**src/sv/jdd_pkg.sv**
```systemverilog
`default_nettype none

package jdd_pkg;

    // frame and channel geometry
    localparam int NUM_CH           = 4;
    localparam int SAMPLE_W         = 24;
    localparam int SUM_W            = 27;
    localparam int COUNT_W          = 3;
    localparam int LEVEL_W          = 9;
    localparam int NUM_EN           = 3;

    localparam logic [COUNT_W-1:0] FRAMES_PER_BLOCK = 3'd5;

    // enable flag positions in the input tuser
    localparam int EN_CLIP          = 0;
    localparam int EN_LEFT          = 1;
    localparam int EN_RIGHT         = 2;

    // sum -> level scaling: v = floor(sum * 100 / 2^24)
    localparam logic [6:0]  SCALE   = 7'd100;
    localparam int          SCALE_SHIFT = 24;
    localparam int          PROD_W  = SUM_W + 7;
    localparam int          VRAW_W  = PROD_W - SCALE_SHIFT;

    localparam logic [LEVEL_W-1:0] V_MIN   = 9'd50;
    localparam logic [LEVEL_W-1:0] V_MAX   = 9'd450;
    localparam logic [LEVEL_W-1:0] DEAD_LO = 9'd240;
    localparam logic [LEVEL_W-1:0] DEAD_HI = 9'd260;
    localparam logic [LEVEL_W-1:0] CENTER  = 9'd250;

    localparam logic [7:0]  BYTE_MID    = 8'd128;
    localparam logic [7:0]  BYTE_TOP    = 8'd127;

    // floor(x / 25) = (x * 1311) >> 15, exact for x <= 3224
    localparam logic [10:0] RECIP_25    = 11'd1311;
    localparam int          RECIP_SHIFT = 15;
    localparam logic [11:0] CEIL_BIAS   = 12'd24;

    // per-frame result handed from the accumulator to the mapper; done marks the block end
    typedef struct packed {
        logic                                done;
        logic [NUM_CH-1:0]                   en;
        logic [NUM_CH-1:0][LEVEL_W-1:0]      level;
    } blk_t;

endpackage

`default_nettype wire

```
**src/sv/jdd_accum.sv**
```systemverilog
`default_nettype none

module jdd_accum (
    input  wire logic                                            clk,
    input  wire logic                                            rst_n,
    input  wire logic                                            in_valid,
    output logic                                                 in_ready,
    input  wire logic [jdd_pkg::NUM_CH-1:0][jdd_pkg::SAMPLE_W-1:0] sample,
    input  wire logic [jdd_pkg::NUM_EN-1:0]                      enables,
    output logic                                                 blk_valid,
    input  wire logic                                            blk_ready,
    output jdd_pkg::blk_t                                        blk
);

    logic [jdd_pkg::NUM_CH-1:0][jdd_pkg::SUM_W-1:0]   sum_reg;
    logic [jdd_pkg::NUM_CH-1:0][jdd_pkg::SUM_W-1:0]   sum_next;
    logic [jdd_pkg::NUM_CH-1:0][jdd_pkg::LEVEL_W-1:0] level_next;
    logic [jdd_pkg::COUNT_W-1:0]                      count_reg;
    logic [jdd_pkg::COUNT_W-1:0]                      count_inc;
    logic                                             done_next;
    logic                                             valid_reg;
    jdd_pkg::blk_t                                    blk_reg;
    logic                                             fire;

    assign in_ready = !valid_reg || blk_ready;
    assign fire     = in_valid && in_ready;

    assign count_inc = count_reg + 1'b1;
    assign done_next = (count_inc == jdd_pkg::FRAMES_PER_BLOCK);

    always_comb
    begin
        logic [jdd_pkg::PROD_W-1:0] prod;
        logic [jdd_pkg::VRAW_W-1:0] vraw;
        for (int i = 0; i < jdd_pkg::NUM_CH; i++)
        begin
            sum_next[i] = sum_reg[i] + jdd_pkg::SUM_W'(sample[i]);
            prod = jdd_pkg::PROD_W'(sum_next[i]) * jdd_pkg::PROD_W'(jdd_pkg::SCALE);
            vraw = prod[jdd_pkg::PROD_W-1:jdd_pkg::SCALE_SHIFT];
            if (vraw > jdd_pkg::VRAW_W'(jdd_pkg::V_MAX))
                level_next[i] = jdd_pkg::V_MAX;
            else if (vraw < jdd_pkg::VRAW_W'(jdd_pkg::V_MIN))
                level_next[i] = jdd_pkg::V_MIN;
            else
                level_next[i] = vraw[jdd_pkg::LEVEL_W-1:0];
        end
    end

    always_ff @(posedge clk or negedge rst_n)
    begin
        if (!rst_n)
        begin
            sum_reg   <= '0;
            count_reg <= '0;
            valid_reg <= 1'b0;
        end
        else
        begin
            if (fire)
            begin
                if (done_next)
                begin
                    sum_reg   <= '0;
                    count_reg <= '0;
                end
                else
                begin
                    sum_reg   <= sum_next;
                    count_reg <= count_inc;
                end
                valid_reg <= 1'b1;
            end
            else if (blk_ready)
            begin
                valid_reg <= 1'b0;
            end
        end
    end

    // payload, no reset
    always_ff @(posedge clk)
    begin
        if (fire)
        begin
            blk_reg.done  <= done_next;
            blk_reg.en    <= {enables[jdd_pkg::EN_RIGHT], enables[jdd_pkg::EN_LEFT],
                              enables[jdd_pkg::EN_CLIP], enables[jdd_pkg::EN_CLIP]};
            blk_reg.level <= level_next;
        end
    end

    assign blk_valid = valid_reg;
    assign blk       = blk_reg;

`ifndef SYNTHESIS
    a_count_range: assert property (@(posedge clk) disable iff (!rst_n)
        count_reg < jdd_pkg::FRAMES_PER_BLOCK)
        else $error("frame count reached block length");

    a_sums_clear: assert property (@(posedge clk) disable iff (!rst_n)
        (fire && done_next) |=> (sum_reg == '0))
        else $error("sums not cleared at block end");

    a_level_range: assert property (@(posedge clk) disable iff (!rst_n)
        valid_reg |-> (blk_reg.level[0] >= jdd_pkg::V_MIN && blk_reg.level[0] <= jdd_pkg::V_MAX))
        else $error("level out of clamp range");
`endif

endmodule

`default_nettype wire

```
**src/sv/jdd_map.sv**
```systemverilog
`default_nettype none

module jdd_map (
    input  wire logic          clk,
    input  wire logic          rst_n,
    input  wire logic          blk_valid,
    output logic               blk_ready,
    input  wire jdd_pkg::blk_t blk,
    output logic               out_valid,
    input  wire logic          out_ready,
    output logic [31:0]        out_word,
    output logic               out_done
);

    function automatic logic [7:0] map_level(input logic [jdd_pkg::LEVEL_W-1:0] v);
        logic [7:0]  d;
        logic [11:0] x;
        logic [22:0] q;
        begin
            if (v > jdd_pkg::DEAD_LO && v < jdd_pkg::DEAD_HI)
                return jdd_pkg::BYTE_MID;
            else if (v > jdd_pkg::CENTER)
            begin
                // 127 + floor(16*(v-250)/25)
                d = 8'(v - jdd_pkg::CENTER);
                x = {d, 4'b0000};
                q = 23'(x) * 23'(jdd_pkg::RECIP_25);
                return jdd_pkg::BYTE_TOP + q[22:jdd_pkg::RECIP_SHIFT];
            end
            else
            begin
                // 128 - ceil(16*(250-v)/25)
                d = 8'(jdd_pkg::CENTER - v);
                x = {d, 4'b0000} + jdd_pkg::CEIL_BIAS;
                q = 23'(x) * 23'(jdd_pkg::RECIP_25);
                return jdd_pkg::BYTE_MID - q[22:jdd_pkg::RECIP_SHIFT];
            end
        end
    endfunction

    logic [jdd_pkg::NUM_CH-1:0][7:0] held_reg;
    logic [jdd_pkg::NUM_CH-1:0][7:0] held_next;
    logic                            valid_reg;
    logic [31:0]                     word_reg;
    logic                            done_reg;
    logic                            fire;

    assign blk_ready = !valid_reg || out_ready;
    assign fire      = blk_valid && blk_ready;

    always_comb
    begin
        for (int i = 0; i < jdd_pkg::NUM_CH; i++)
        begin
            if (!blk.done)
                held_next[i] = held_reg[i];
            else if (blk.en[i])
                held_next[i] = map_level(blk.level[i]);
            else
                held_next[i] = jdd_pkg::BYTE_MID;
        end
    end

    always_ff @(posedge clk or negedge rst_n)
    begin
        if (!rst_n)
        begin
            held_reg  <= {jdd_pkg::NUM_CH{jdd_pkg::BYTE_MID}};
            valid_reg <= 1'b0;
        end
        else
        begin
            if (fire)
            begin
                held_reg  <= held_next;
                valid_reg <= 1'b1;
            end
            else if (out_ready)
            begin
                valid_reg <= 1'b0;
            end
        end
    end

    always_ff @(posedge clk)
    begin
        if (fire)
        begin
            word_reg <= held_next;
            done_reg <= blk.done;
        end
    end

    assign out_valid = valid_reg;
    assign out_word  = word_reg;
    assign out_done  = done_reg;

`ifndef SYNTHESIS
    a_disabled_mid: assert property (@(posedge clk) disable iff (!rst_n)
        (fire && blk.done && !blk.en[0]) |=> (held_reg[0] == jdd_pkg::BYTE_MID))
        else $error("disabled channel not centered");

    a_hold_between: assert property (@(posedge clk) disable iff (!rst_n)
        (fire && !blk.done) |=> $stable(held_reg))
        else $error("held bytes changed outside block end");
`endif

endmodule

`default_nettype wire

```
**src/sv/joystick_decimate_deadzone_map.sv**
```systemverilog
`default_nettype none

// channel  | dir | tdata (low bit up)                         | tuser (low bit up)
// ---------+-----+--------------------------------------------+---------------------------------
// s_*      | in  | sample_ch0, sample_ch1, sample_ch2,        | clip_enable, left_enable,
//          |     | sample_ch3 (24 b each)                     | right_enable
// m_*      | out | stick_word (32 b)                          | block_done
//
// One word in, one word out; a new word can be taken every cycle while m_tready is high.
// Pipeline registers in order: input register, accumulate/scale register, map/output register.
// Each stage's ready is !valid || next ready, so a full pipe stalls only on m_tready low.
// rst_n (async, active low) clears sums and frame count and sets held bytes to 128.
// Scale multiply (27 x 7) and map multiply (12 x 11) sit in separate stages.

module joystick_decimate_deadzone_map (
    input  wire logic         clk,
    input  wire logic         rst_n,
    input  wire logic         s_tvalid,
    output logic              s_tready,
    input  wire logic [95:0]  s_tdata,   // sample_ch0, sample_ch1, sample_ch2, sample_ch3
    input  wire logic [2:0]   s_tuser,   // clip_enable, left_enable, right_enable
    output logic              m_tvalid,
    input  wire logic         m_tready,
    output logic [31:0]       m_tdata,   // stick_word
    output logic [0:0]        m_tuser    // block_done
);

    // input register
    logic                                                   in_valid_reg;
    logic [jdd_pkg::NUM_CH-1:0][jdd_pkg::SAMPLE_W-1:0]      in_sample_reg;
    logic [jdd_pkg::NUM_EN-1:0]                             in_en_reg;
    logic                                                   acc_ready;

    // accumulate -> map
    logic          blk_valid;
    logic          blk_ready;
    jdd_pkg::blk_t blk;

    logic          out_done;

    assign s_tready = !in_valid_reg || acc_ready;

    always_ff @(posedge clk or negedge rst_n)
    begin
        if (!rst_n)
            in_valid_reg <= 1'b0;
        else if (s_tready)
            in_valid_reg <= s_tvalid;
    end

    always_ff @(posedge clk)
    begin
        if (s_tvalid && s_tready)
        begin
            in_sample_reg <= s_tdata;
            in_en_reg     <= s_tuser;
        end
    end

    jdd_accum u_accum (
        .clk       (clk),
        .rst_n     (rst_n),
        .in_valid  (in_valid_reg),
        .in_ready  (acc_ready),
        .sample    (in_sample_reg),
        .enables   (in_en_reg),
        .blk_valid (blk_valid),
        .blk_ready (blk_ready),
        .blk       (blk)
    );

    jdd_map u_map (
        .clk       (clk),
        .rst_n     (rst_n),
        .blk_valid (blk_valid),
        .blk_ready (blk_ready),
        .blk       (blk),
        .out_valid (m_tvalid),
        .out_ready (m_tready),
        .out_word  (m_tdata),
        .out_done  (out_done)
    );

    assign m_tuser = out_done;

endmodule

`default_nettype wire
```
**config.mk**
```make
export PLATFORM = sky130hd
export DESIGN_NAME = joystick_decimate_deadzone_map
export DESIGN_NICKNAME = d
export VERILOG_FILES = /design/src/sv/jdd_pkg.sv /design/src/sv/jdd_accum.sv /design/src/sv/jdd_map.sv /design/src/sv/joystick_decimate_deadzone_map.sv
export SDC_FILE = /design/constraint.sdc
export NUM_CORES = 2
export LEC_CHECK = 0
export ABC_CLOCK_PERIOD_IN_PS = 10000
export CORE_MARGIN = 10
export CORE_UTILIZATION = 45
export CTS_BUF_LIST = sky130_fd_sc_hd__clkbuf_8
export CTS_CLUSTER_DIAMETER = 30
export DETAILED_ROUTE_END_ITERATION = 6
export DONT_BUFFER_PORTS = 1
export SLEW_MARGIN = 20
export SYNTH_ARGS = -nofsm -noshare
export SYNTH_HDL_FRONTEND = slang
export SYNTH_SLANG_ARGS = --single-unit
export TNS_END_PERCENT = 5
```
**constraint.sdc**
```tcl
create_clock -name clk -period 10 [get_ports clk]
set_input_delay 1 -clock clk [delete_from_list [all_inputs] [get_ports clk]]
set_output_delay 1 -clock clk [all_outputs]
set_load 0.02 [all_outputs]
```
==> results summary <==
The normalized max-slew margin came out at between 20% and 30%. The post-detailed-route wirelength per cell is 15.6 µm. The synthesis-stage register bit count came out at 318. The area of the multi-input gates came out at a little over 30,000 µm². The area fraction of the dominant cell type after synthesis came out at between 20% and 30%. The pre-antenna-repair detailed-routing pass consisted of 7 iterations. The number of DRC markers after the initial detailed-route iteration came out at between 1,000 and 1,500. The routed layout has a little over 30,000 vias.

Cells fill about 49% of the core in the end. The fmax is approximately 0.12 GHz. The number of buffer cells added on primary ports came out at 0. In the synthesized netlist the dominant register cell turns out to be sky130_fd_sc_hd__edfxtp_1.

The flow ran to the end, and the final reports show no timing, DRC or antenna violations. Once detail routing completed, the nets flagged for antenna violations numbered 0. The routed wire length came out at 91,400 µm. The total congestion overflow came out at 0.

The critical path buffer and inverter count came out at 3. Detailed placement finished with a half-perimeter wire length of about 73,000 µm. The required time reported for the critical path endpoint is approximately 10,000 ps. The synthesis-to-layout area growth is 8.52%. The transition time at the pin with the least slew margin is about 1000 ps. Among the stages of the critical path, the cell type that occurs most often is sky130_fd_sc_hd__ha_1. The average cell area after synthesis is between 9 and 10 µm². The highest fanout seen on the critical path came out at 12.

The final critical-path share of the clock period came out at 84.3%. For this run, design rule violations remaining after detail routing come to 0. The horizontal die dimension came out at 327 µm. At the end of the flow, the number of nets in the layout was roughly 5,800. Setup violations remaining at the end of the flow were counted as 0. The critical path's slowest cell is sky130_fd_sc_hd__or4_1. The number of global-route vias before repair came out at 31,397. After floorplanning, the core was divided into ~110 placement rows. Setup repair after global routing left no endpoint under its margin.

The number of sinks handled by clock tree synthesis is between 300 and 400. During I/O placement, the number of pins put on the boundary was between 100 and 150. Across the run, the number of max-cap violations was 0. The die boundary height is about 330 µm. Buffers added to address setup during post-CTS repair amount to 0. The register with the most flip-flops in the layout has roughly 110 of them. The clock tree root buffer cell is sky130_fd_sc_hd__clkbuf_8. For this run, the number of Yosys warnings is 0.

Once layout is done, the placed cells without fillers occupy between 40,000 and 50,000 µm². TritonCTS built the clock tree. By count the netlist is led by sky130_fd_sc_hd__ha_1 (942), sky130_fd_sc_hd__inv_1 (822), sky130_fd_sc_hd__fa_1 (245), sky130_fd_sc_hd__nand2_1 (240), sky130_fd_sc_hd__a21oi_1 (216).

The worst setup path is of the reg2reg kind. The net count after synthesis came out at between 5,000 and 6,000. The count of endpoints failing hold in the final timing report is 0. The number of unique standard cell types used by synthesis is approximately 100.

In this run, synthesis inferred roughly 170 flip-flops with an integrated enable. The initial antenna violation count is 6. The share of synthesized registers carrying an async set or reset is between 40% and 50%. The clock arrives with between 50 and 60 ps of skew. The congestion estimate from routability-driven global placement came to between 0.8 and 0.9. The initial utilization of the core area, before any placement, comes to between 40% and 50%. The final count of pins violating max slew came out at 0. By area the synthesized netlist is led by sky130_fd_sc_hd__ha_1 (28%), sky130_fd_sc_hd__edfxtp_1 (12%), sky130_fd_sc_hd__fa_1 (12%).

The endpoint type of the worst setup path is a flip-flop. Clock latency on the worst-skew pair, taken at its later pin, is about 740 ps. The worst-case clock buffer depth is 3. sky130_fd_sc_hd__ha_1 is the most common cell in the netlist. The largest stage delay on the critical path came out at 660 ps. Clock-pin slew was measured on the worst setup and hold paths at about 60 ps. The placed cell area is 43,800 µm².

The total area of sequential cells came out at 8820 µm². In this design, the largest share of critical-path delay is due to adder cells. In the final layout, the share of cells above drive strength 1 is around 5.3%.

Across every metal layer, demand over resource in global routing totals ~17%. The proportion of synthesized chip area in sequential cells came out at a little over a fifth. The H-tree was split into 3 levels. The maximum number of pins on one net before global-route repair is 143. The area of the mapped netlist came out at 42,400 µm². The placeable core region came out at 93,500 µm². The biggest area contributor in the post-synthesis netlist is sky130_fd_sc_hd__ha_1. The minimum clock period after layout came out at roughly 8400 ps. The data arrival time of the worst path came out at between 8000 and 9000 ps.

The number of buffers created by CTS came out at 94. Using the TritonRoute via totals, the vias-per-cell ratio works out to 5.22. The path type of the worst min-delay path is in2async. The first-pass GRT wire length came out at roughly 160,000 µm.

The worst setup path is launched from a flip-flop. The accumulated negative setup slack is 0 ps. In the synthesized netlist, the number of instances is about 4,500. The fill cell total of the finished layout came out at between 8,000 and 9,000. The floorplan die area came out at 107,000 µm².
routing by layer:
| metal | track usage (%) | vias to the layer above | share of wire [%] |
|---|---|---|---|
| met3 | 2.85 | 121 | 4.0 |
| met2 | 28.6 | 434 | 45 |
| li1 | - | 15667 | - |
| met4 | 4.73 | 6 | 2.2 |
| met5 | 0 | - | 0.037 |
| met1 | 23.2 | 14394 | 49 |
path summary, 6_finish.rpt:
check	from	slack (ps)	end	cells after the start
min in group clk	s_tdata[43]	360	in_sample_reg[43]	0
worst max-delay path	u_accum.blk[28]	1570	u_map.out_word[31]	28
worst min register to register	in_en_reg[2]	440	u_accum.blk[39]	0
worst min-delay path	rst_n	140	u_map.held_reg[23]	0
max in group asynchronous	rst_n	9020	u_map.held_reg[25]	1
worst max register to register	u_accum.blk[28]	1570	u_map.out_word[31]	28
placed cells by master, fill, tap and decap left out, types with 28 or more instances in the layout:
cell type | netlist | final
sky130_fd_sc_hd__ha_1 | 942 | 942
sky130_fd_sc_hd__inv_1 | 822 | 831
sky130_fd_sc_hd__fa_1 | 245 | 245
sky130_fd_sc_hd__nand2_1 | 240 | 238
sky130_fd_sc_hd__a21oi_1 | 216 | 216
sky130_fd_sc_hd__xnor2_1 | 184 | 184
sky130_fd_sc_hd__edfxtp_1 | 172 | 172
sky130_fd_sc_hd__nor2_1 | 170 | 169
sky130_fd_sc_hd__o21ai_0 | 169 | 169
sky130_fd_sc_hd__xor2_1 | 149 | 149
sky130_fd_sc_hd__dfrtp_1 | 142 | 142
sky130_fd_sc_hd__clkbuf_8 | 0 | 104
sky130_fd_sc_hd__a21o_1 | 101 | 101
sky130_fd_sc_hd__nand3_1 | 70 | 70
sky130_fd_sc_hd__nor3_1 | 61 | 61
sky130_fd_sc_hd__a22o_1 | 60 | 60
sky130_fd_sc_hd__o21a_1 | 34 | 34
sky130_fd_sc_hd__nand2b_1 | 34 | 34
sky130_fd_sc_hd__nand4_1 | 32 | 32
sky130_fd_sc_hd__and3_1 | 32 | 32
sky130_fd_sc_hd__nor2b_1 | 30 | 30
sky130_fd_sc_hd__and2_1 | 30 | 29
sky130_fd_sc_hd__o22ai_1 | 29 | 29
sky130_fd_sc_hd__nor4_1 | 28 | 28
sky130_fd_sc_hd__a31oi_1 | 28 | 28
through the flow:
stage          setup slack (ps)  instances  hold WS (ps)
2_1_floorplan              2370       4492           400
3_3_place_gp               1740       5687           455
3_5_place_dp               1620       5687           436
4_1_cts                    1570       5865          42.9
5_1_grt                    1030       5867          73.0
6_report                   1570       5867           139
logic make-up (layout without fill, tap and decap cells):
logic type,Yosys count,count (layout),synth area share (%)
muxes,25,25,0.620
other,0,2,0
buffers and inverters,900,1019,8.06
and+or+nand+nor,833,833,9.87
AOI/OAI and AO/OA,892,892,14.3
DFF,318,318,20.8
xor gates and xnor gates,335,335,6.97
adders and majority gates,1189,1189,39.4
timing repair:
action	CTS	global route
hold buffers	1	0
endpoints found under the setup margin	0	0
hold endpoints to repair	142	0
resized for setup	0	0
final cells by class:
cell class / instances / share of cell area, %
multi-input combinational: 3274 / 65.6
sequential: 318 / 19.2
inverter: 823 / 6.71
tap: 1254 / 3.41
clock buffer: 104 / 3.11
clock inverter: 73 / 1.64
timing repair buffer: 19 / 0.353
antenna: 2 / 0.0109
Power is left out: the tool's default activity adds up to more than one toggle a clock period on the data nets, which glitch-free logic cannot reach.
